<file path="src/rtl/assert_macros.svh">
// ---------------------------------------------------------------------------
// Assertion macros
// Shared concurrent assertion shorthands, clocked on clk_i, off in reset.
// ---------------------------------------------------------------------------
`ifndef ASSERT_MACROS_SVH
`define ASSERT_MACROS_SVH

// consequent checked in the same cycle
`define SFS_ASSERT_SAME(lbl, ante, cons, msg) \
  lbl: assert property (@(posedge clk_i) disable iff (!rst_ni) (ante) |-> (cons)) \
    else $error(msg);

// consequent checked in the next cycle
`define SFS_ASSERT_NEXT(lbl, ante, cons, msg) \
  lbl: assert property (@(posedge clk_i) disable iff (!rst_ni) (ante) |=> (cons)) \
    else $error(msg);

`endif

</file>
<file path="src/rtl/sfs_pkg.sv">
// ---------------------------------------------------------------------------
// sfs_pkg
// Types and fixed widths of the sparse forward substitution block.
// ---------------------------------------------------------------------------
package sfs_pkg;

  localparam int unsigned DATA_W = 32;
  localparam int unsigned ACC_W  = 64;
  localparam int unsigned IDX_W  = 10;
  localparam int unsigned STEP_W = $clog2(DATA_W + 1);

  typedef struct packed {
    logic [IDX_W-1:0]         row_index;
    logic signed [DATA_W-1:0] entry_value;
    logic signed [DATA_W-1:0] rhs_value;
    logic                     column_end;
    logic                     matrix_end;
  } sfs_in_t;

  typedef struct packed {
    logic signed [DATA_W-1:0] solution_value;
    logic [IDX_W-1:0]         solution_index;
    logic                     zero_pivot;
    logic                     overflow;
    logic                     last_result;
  } sfs_out_t;

  // divider status toward the sequencer
  typedef struct packed {
    logic              done;
    logic              big;
    logic [DATA_W-1:0] quotient;
  } sfs_div_res_t;

endpackage

</file>
<file path="src/rtl/sfs_divider.sv">
// ---------------------------------------------------------------------------
// sfs_divider
// Restoring divider, 64 by 32 bit unsigned, one quotient bit per cycle.
// Flags quotients of 2^32 and up without iterating.
// ---------------------------------------------------------------------------
module sfs_divider import sfs_pkg::*; (
  input  logic              clk_i,
  input  logic              rst_ni,
  input  logic              start_i,
  input  logic [ACC_W-1:0]  dividend_i,
  input  logic [DATA_W-1:0] divisor_i,
  output sfs_div_res_t      res_o
);

  logic              busy_q;
  logic              done_q;
  logic [STEP_W-1:0] cnt_q;
  logic              big_q;
  logic [DATA_W-1:0] rem_q;
  logic [DATA_W-1:0] quo_q;
  logic [DATA_W-1:0] div_q;

  logic [DATA_W:0]   trial;
  logic              fits;
  logic [DATA_W:0]   diff;
  logic              start_big;

  assign start_big = dividend_i[ACC_W-1:DATA_W] >= divisor_i;
  assign trial     = {rem_q, quo_q[DATA_W-1]};
  assign fits      = trial >= {1'b0, div_q};
  assign diff      = trial - {1'b0, div_q};

  always_ff @(posedge clk_i or negedge rst_ni) begin
    if (!rst_ni) begin
      busy_q <= 1'b0;
      done_q <= 1'b0;
      cnt_q  <= '0;
    end else begin
      done_q <= 1'b0;
      if (start_i) begin
        if (start_big) begin
          done_q <= 1'b1;
        end else begin
          busy_q <= 1'b1;
          cnt_q  <= STEP_W'(DATA_W);
        end
      end else if (busy_q) begin
        cnt_q <= cnt_q - STEP_W'(1);
        if (cnt_q == STEP_W'(1)) begin
          busy_q <= 1'b0;
          done_q <= 1'b1;
        end
      end
    end
  end

  always_ff @(posedge clk_i) begin
    if (start_i) begin
      big_q <= start_big;
      rem_q <= dividend_i[ACC_W-1:DATA_W];
      quo_q <= dividend_i[DATA_W-1:0];
      div_q <= divisor_i;
    end else if (busy_q) begin
      rem_q <= fits ? diff[DATA_W-1:0] : trial[DATA_W-1:0];
      quo_q <= {quo_q[DATA_W-2:0], fits};
    end
  end

  assign res_o.done     = done_q;
  assign res_o.big      = big_q;
  assign res_o.quotient = quo_q;

endmodule

</file>
<file path="config.mk">
export PLATFORM = sky130hd
export DESIGN_NAME = sfs_divider
export DESIGN_NICKNAME = d
export VERILOG_FILES = /design/src/rtl/assert_macros.svh /design/src/rtl/sfs_pkg.sv /design/src/rtl/sfs_divider.sv
export SDC_FILE = /design/constraint.sdc
export NUM_CORES = 1
export LEC_CHECK = 0
export BUFFER_PORTS_ARGS = -buffer_cell sky130_fd_sc_hd__buf_2
export CAP_MARGIN = 20
export CORE_MARGIN = 2
export CORE_UTILIZATION = 61
export DETAILED_ROUTE_END_ITERATION = 6
export GPL_TIMING_DRIVEN = 1
export PLACE_DENSITY = 0.86
export SLEW_MARGIN = 10
export SYNTH_ARGS = -nofsm -noshare
export SYNTH_HDL_FRONTEND = slang
export SYNTH_SLANG_ARGS = --single-unit
export TNS_END_PERCENT = 50
</file>
<file path="constraint.sdc">
create_clock -name clk_i -period 5.13 [get_ports clk_i]
set_clock_uncertainty 0.2 [all_clocks]
set_input_delay 0.513 -clock clk_i [delete_from_list [all_inputs] [get_ports clk_i]]
set_output_delay 0.513 -clock clk_i [all_outputs]
set_load 0.02 [all_outputs]
</file>
==> tab_implementation.tex <==
\begin{tabular}{lr}
\hline
Metric & Value \\
\hline
\multicolumn{2}{l}{\textbf{Hold path}} \\
Endpoint of the worst hold path & div\_q[21] \\
Worst min path class & primary input to flip-flop \\
Worst hold path depth & 1 \\
Hold Crit Start & divisor\_i[21] \\
\multicolumn{2}{l}{\textbf{Critical path}} \\
Crit Path Max Fanout & 41 \\
Setup slack, reg-to-reg & 1.27 ns \\
Worst reg2reg path endpoint & rem\_q[23] \\
Kind of cell with the highest combined delay on the critical path & compound AO/OA/AOI/OAI gates \\
Reg-to-reg startpoint & rem\_q[17] \\
Worst-path cell with the longest stage delay & sky130\_fd\_sc\_hd\_\_a41o\_2 \\
Count of cells along the worst register-to-register path & 9 \\
Startpoint class of the critical path & flip-flop \\
Largest stage delay on the critical path & 0.64 ns \\
Combined buffer and inverter count along the critical path & 0 \\
Data required, critical path & 5.04 ns \\
Type of the setup path with the least slack & flip-flop to flip-flop \\
Arrival time of data at the critical path endpoint & 3.77 ns \\
Cell-by-cell trace of the critical path & ha\_1 -> a21o\_1 -> a211o\_1 -> a311o\_1 -> a211oi\_2 -> o21ai\_1 -> a41o\_2 -> and2\_1 -> a221o\_1 \\
Element type at the critical path end & flip-flop \\
\multicolumn{2}{l}{\textbf{Placement}} \\
Cell count after placement & 941 \\
Pre-CTS WS & 1.31 ns \\
DPL Wire Length & 13,100 um \\
Buffers added on ports & 132 \\
RD Place Congestion & 0.959 \\
\multicolumn{2}{l}{\textbf{Power}} \\
Maximum vdd ir drop & 0.397 mV \\
Static leakage power & 3.86 nW \\
Power Dens Cells & 528 nW/um\^{}2 \\
\multicolumn{2}{l}{\textbf{Synth}} \\
Cell type with the highest aggregate area in the netlist & sky130\_fd\_sc\_hd\_\_edfxtp\_1 \\
Share of the yosys chip area belonging to registers & 0.434 \\
Async set-reset flop share out of synthesis & 0.0762 \\
Most frequent cell after synthesis & sky130\_fd\_sc\_hd\_\_edfxtp\_1 \\
Synth Warn \# & 0 \\
Cell count after synthesis & 693 \\
Net count after synthesis & 859 \\
Leading cell types by total area after synthesis & sky130\_fd\_sc\_hd\_\_edfxtp\_1 (41\%), sky130\_fd\_sc\_hd\_\_ha\_1 (12\%), sky130\_fd\_sc\_hd\_\_mux2\_2 (5.2\%) \\
Syn Area/Cell & 10.3 sq um \\
Leading post-synthesis cells by instance count & sky130\_fd\_sc\_hd\_\_edfxtp\_1 (97), sky130\_fd\_sc\_hd\_\_inv\_1 (78), sky130\_fd\_sc\_hd\_\_ha\_1 (66) \\
Post-synth top area share & 0.406 \\
Dominant register cell in the synthesized netlist & sky130\_fd\_sc\_hd\_\_edfxtp\_1 \\
Netlist area before placement & 7170 sq um \\
Number of distinct library cells after synthesis & 64 \\
Number of synthesized flops with an enable pin & 97 \\
Number of storage elements in the synthesis netlist & 105 \\
\multicolumn{2}{l}{\textbf{STA}} \\
Number of failing hold endpoints at the final stage & 0 \\
Final period util & 0.753 \\
Unrepaired setup endpoints after global routing & no \\
Accumulated negative setup slack & 0 ns \\
Count of final max-slew check failures & 0 \\
Transition time at the pin with the least slew margin & 0.980 ns \\
Final setup slack of the worst path & 1.27 ns \\
Final setup violation count & 0 \\
Worst relative slew slack & 0.347 \\
Peak Freq & 259 MHz \\
Shortest clock period the worst path allows after layout & 3.86 ns \\
\multicolumn{2}{l}{\textbf{Drt}} \\
Post-detailed-routing wire length & 17,100 um \\
Routed wire per std cell & 17.8 um \\
Mean number of vias per cell & 6.02 \\
Initial DRC count & 366 \\
First-pass detailed-route iteration total & 5 \\
Number of remaining DRC errors & 0 \\
Antenna viol nets, final & 0 \\
Vias post-DR & 5,763 \\
\multicolumn{2}{l}{\textbf{Global routing}} \\
Antenna violations before repair & 0 \\
Wire length of the first global-routing pass & 28,000 um \\
Leftover overflow at the end of global routing & 0 \\
Largest net degree at the start of global routing & 57 \\
Overall track demand over capacity in global routing & 0.277 \\
Vias in the first global route & 5,963 \\
\multicolumn{2}{l}{\textbf{Floorplanning}} \\
Site row count & 39 \\
Die area & 12,600 sq um \\
IO Count & 133 \\
Floorplan die width & 112 um \\
Initial core utilization & 0.625 \\
Core area & 11,500 sq um \\
Chip Height & 112 um \\
\multicolumn{2}{l}{\textbf{Clocking}} \\
Post-CTS setup buffer count & 0 \\
Clock-pin slew on the worst setup and hold paths & 0.08 ns \\
Hold-fix buffer count after cts & 1 \\
Clk Tree Root Cell & sky130\_fd\_sc\_hd\_\_clkbuf\_16 \\
Buffer levels on the longest clock path & 2 \\
Clock insertion delay at the later pin of the skew report & 0.36 ns \\
H-Tree Level Count & 3 \\
TritonCTS Buffers & 9 \\
Number of sinks handled by clock tree synthesis & 105 \\
Total of cells resized after clock tree synthesis & 0 \\
CTS tree & done \\
\multicolumn{2}{l}{\textbf{Flow run}} \\
Max\_cap viols & 0 \\
\multicolumn{2}{l}{\textbf{Cells and area}} \\
Number of non-filler instances in the completed layout & 958 \\
Antenna fix cells & 0 \\
Fin nets & 976 \\
Number of fill cells in the layout & 818 \\
Share of final-layout standard cells stronger than drive strength 1 & 0.240 \\
Syn-to-layout area delta & 14.7\% \\
\multicolumn{2}{l}{\textbf{Outcome}} \\
Result of the run & finished clean \\
\hline
\end{tabular}
## layer usage
layer | vias to the layer above | wire length [um] | global-route usage
met1 | 2708 | 6920 | 0.339
li1 | 2802 | - | -
met5 | - | 0 | 0
met3 | 13 | 1270 | 0.0729
met4 | 0 | 177 | 0.0569
met2 | 240 | 8710 | 0.498
## cells by family (layout without fill, tap and decap cells)
group	Yosys count	count (layout)	synth area share
buffers and inverters	108	230	0.0604
adders and majority gates	67	67	0.118
and+or+nand+nor	163	163	0.117
muxes	57	57	0.0854
xor gates and xnor gates	26	26	0.0318
AOI/OAI and AO/OA	167	167	0.153
DFF	105	105	0.434
## worst max path at each step
stage / start / endpoint / cells past startpoint
2_1_floorplan: rem_q[17] / rem_q[0] / 12
3_3_place_gp: rem_q[17] / rem_q[23] / 9
3_5_place_dp: rem_q[17] / rem_q[23] / 9
4_1_cts: rem_q[17] / rem_q[23] / 9
5_1_grt: rem_q[6] / rem_q[23] / 9
6_report: rem_q[17] / rem_q[23] / 9
## flip-flops by register name (all words and copies together) (netlist names)
name    cells
div_q      32
rem_q      32
done_q      1
cnt_q       6
quo_q      32
busy_q      1
big_q       1
## cells in the final DEF (no fill, tap or decap), types with 3 or more instances in the layout
cell type / instances
sky130_fd_sc_hd__buf_2: 131
sky130_fd_sc_hd__edfxtp_1: 97
sky130_fd_sc_hd__inv_1: 78
sky130_fd_sc_hd__ha_1: 66
sky130_fd_sc_hd__a21oi_1: 52
sky130_fd_sc_hd__nor2_1: 39
sky130_fd_sc_hd__nand2_1: 37
sky130_fd_sc_hd__mux2_2: 33
sky130_fd_sc_hd__o21ai_0: 26
sky130_fd_sc_hd__a21o_1: 25
sky130_fd_sc_hd__mux2i_1: 24
sky130_fd_sc_hd__xnor2_1: 16
sky130_fd_sc_hd__nand3_1: 14
sky130_fd_sc_hd__nand4_1: 11
sky130_fd_sc_hd__nor3_1: 10
sky130_fd_sc_hd__xor2_1: 10
sky130_fd_sc_hd__clkbuf_16: 10
sky130_fd_sc_hd__and3_1: 9
sky130_fd_sc_hd__a31oi_1: 8
sky130_fd_sc_hd__dfrtp_1: 8
sky130_fd_sc_hd__and4_1: 6
sky130_fd_sc_hd__nor2b_1: 6
sky130_fd_sc_hd__a211oi_1: 6
sky130_fd_sc_hd__nand2b_1: 5
sky130_fd_sc_hd__o21a_1: 5
sky130_fd_sc_hd__or2_2: 5
sky130_fd_sc_hd__o31ai_1: 5
sky130_fd_sc_hd__o211ai_1: 4
sky130_fd_sc_hd__nor4_1: 4
sky130_fd_sc_hd__a2111oi_0: 4
sky130_fd_sc_hd__buf_4: 4
sky130_fd_sc_hd__a221oi_1: 3
sky130_fd_sc_hd__a221o_1: 3
sky130_fd_sc_hd__nand3b_1: 3
sky130_fd_sc_hd__nor3b_1: 3
## worst reg2reg max path: stages (launching register included)
cell and delay, ns:
sky130_fd_sc_hd__edfxtp_1 0.40, sky130_fd_sc_hd__ha_1 0.42, sky130_fd_sc_hd__a21o_1 0.21, sky130_fd_sc_hd__a211o_1 0.31
sky130_fd_sc_hd__a311o_1 0.36, sky130_fd_sc_hd__a211oi_2 0.23, sky130_fd_sc_hd__o21ai_1 0.14, sky130_fd_sc_hd__a41o_2 0.64
sky130_fd_sc_hd__and2_1 0.40, sky130_fd_sc_hd__a221o_1 0.31
## through the flow
| step | power, W | area, sq um | utilization | hold WS [ns] |
|---|---|---|---|---|
| finish | 0.00434 | 8220 | 0.717 | 0.142 |
| floorplan | 0.00306 | 7170 | - | 0.0174 |
| global route | 0.00462 | 8220 | 0.717 | 0.131 |
| detailed placement | 0.00358 | 7890 | 0.688 | 0.167 |
| global placement | 0.00351 | 7890 | 0.688 | 0.164 |
| CTS | 0.00432 | 8220 | 0.717 | 0.136 |
## report_power, final
group	switching (W)	internal [W]	leakage, nW
combinational	0.00129	0.000941	2.62
clock	0.000342	0.000386	0.158
sequential	0.000148	0.00123	1.09
total	0.00178	0.00256	3.86
## area by class of cell
cell class,instances,area [sq um],area share
clock buffer,11,264,0.0321
clock inverter,5,56.3,0.00685
sequential,105,3110,0.379
timing repair buffer,136,696,0.0846
multi-input combinational,480,3620,0.441
tap,143,179,0.0218
inverter,78,293,0.0356
(Power assumes the default switching activity.)
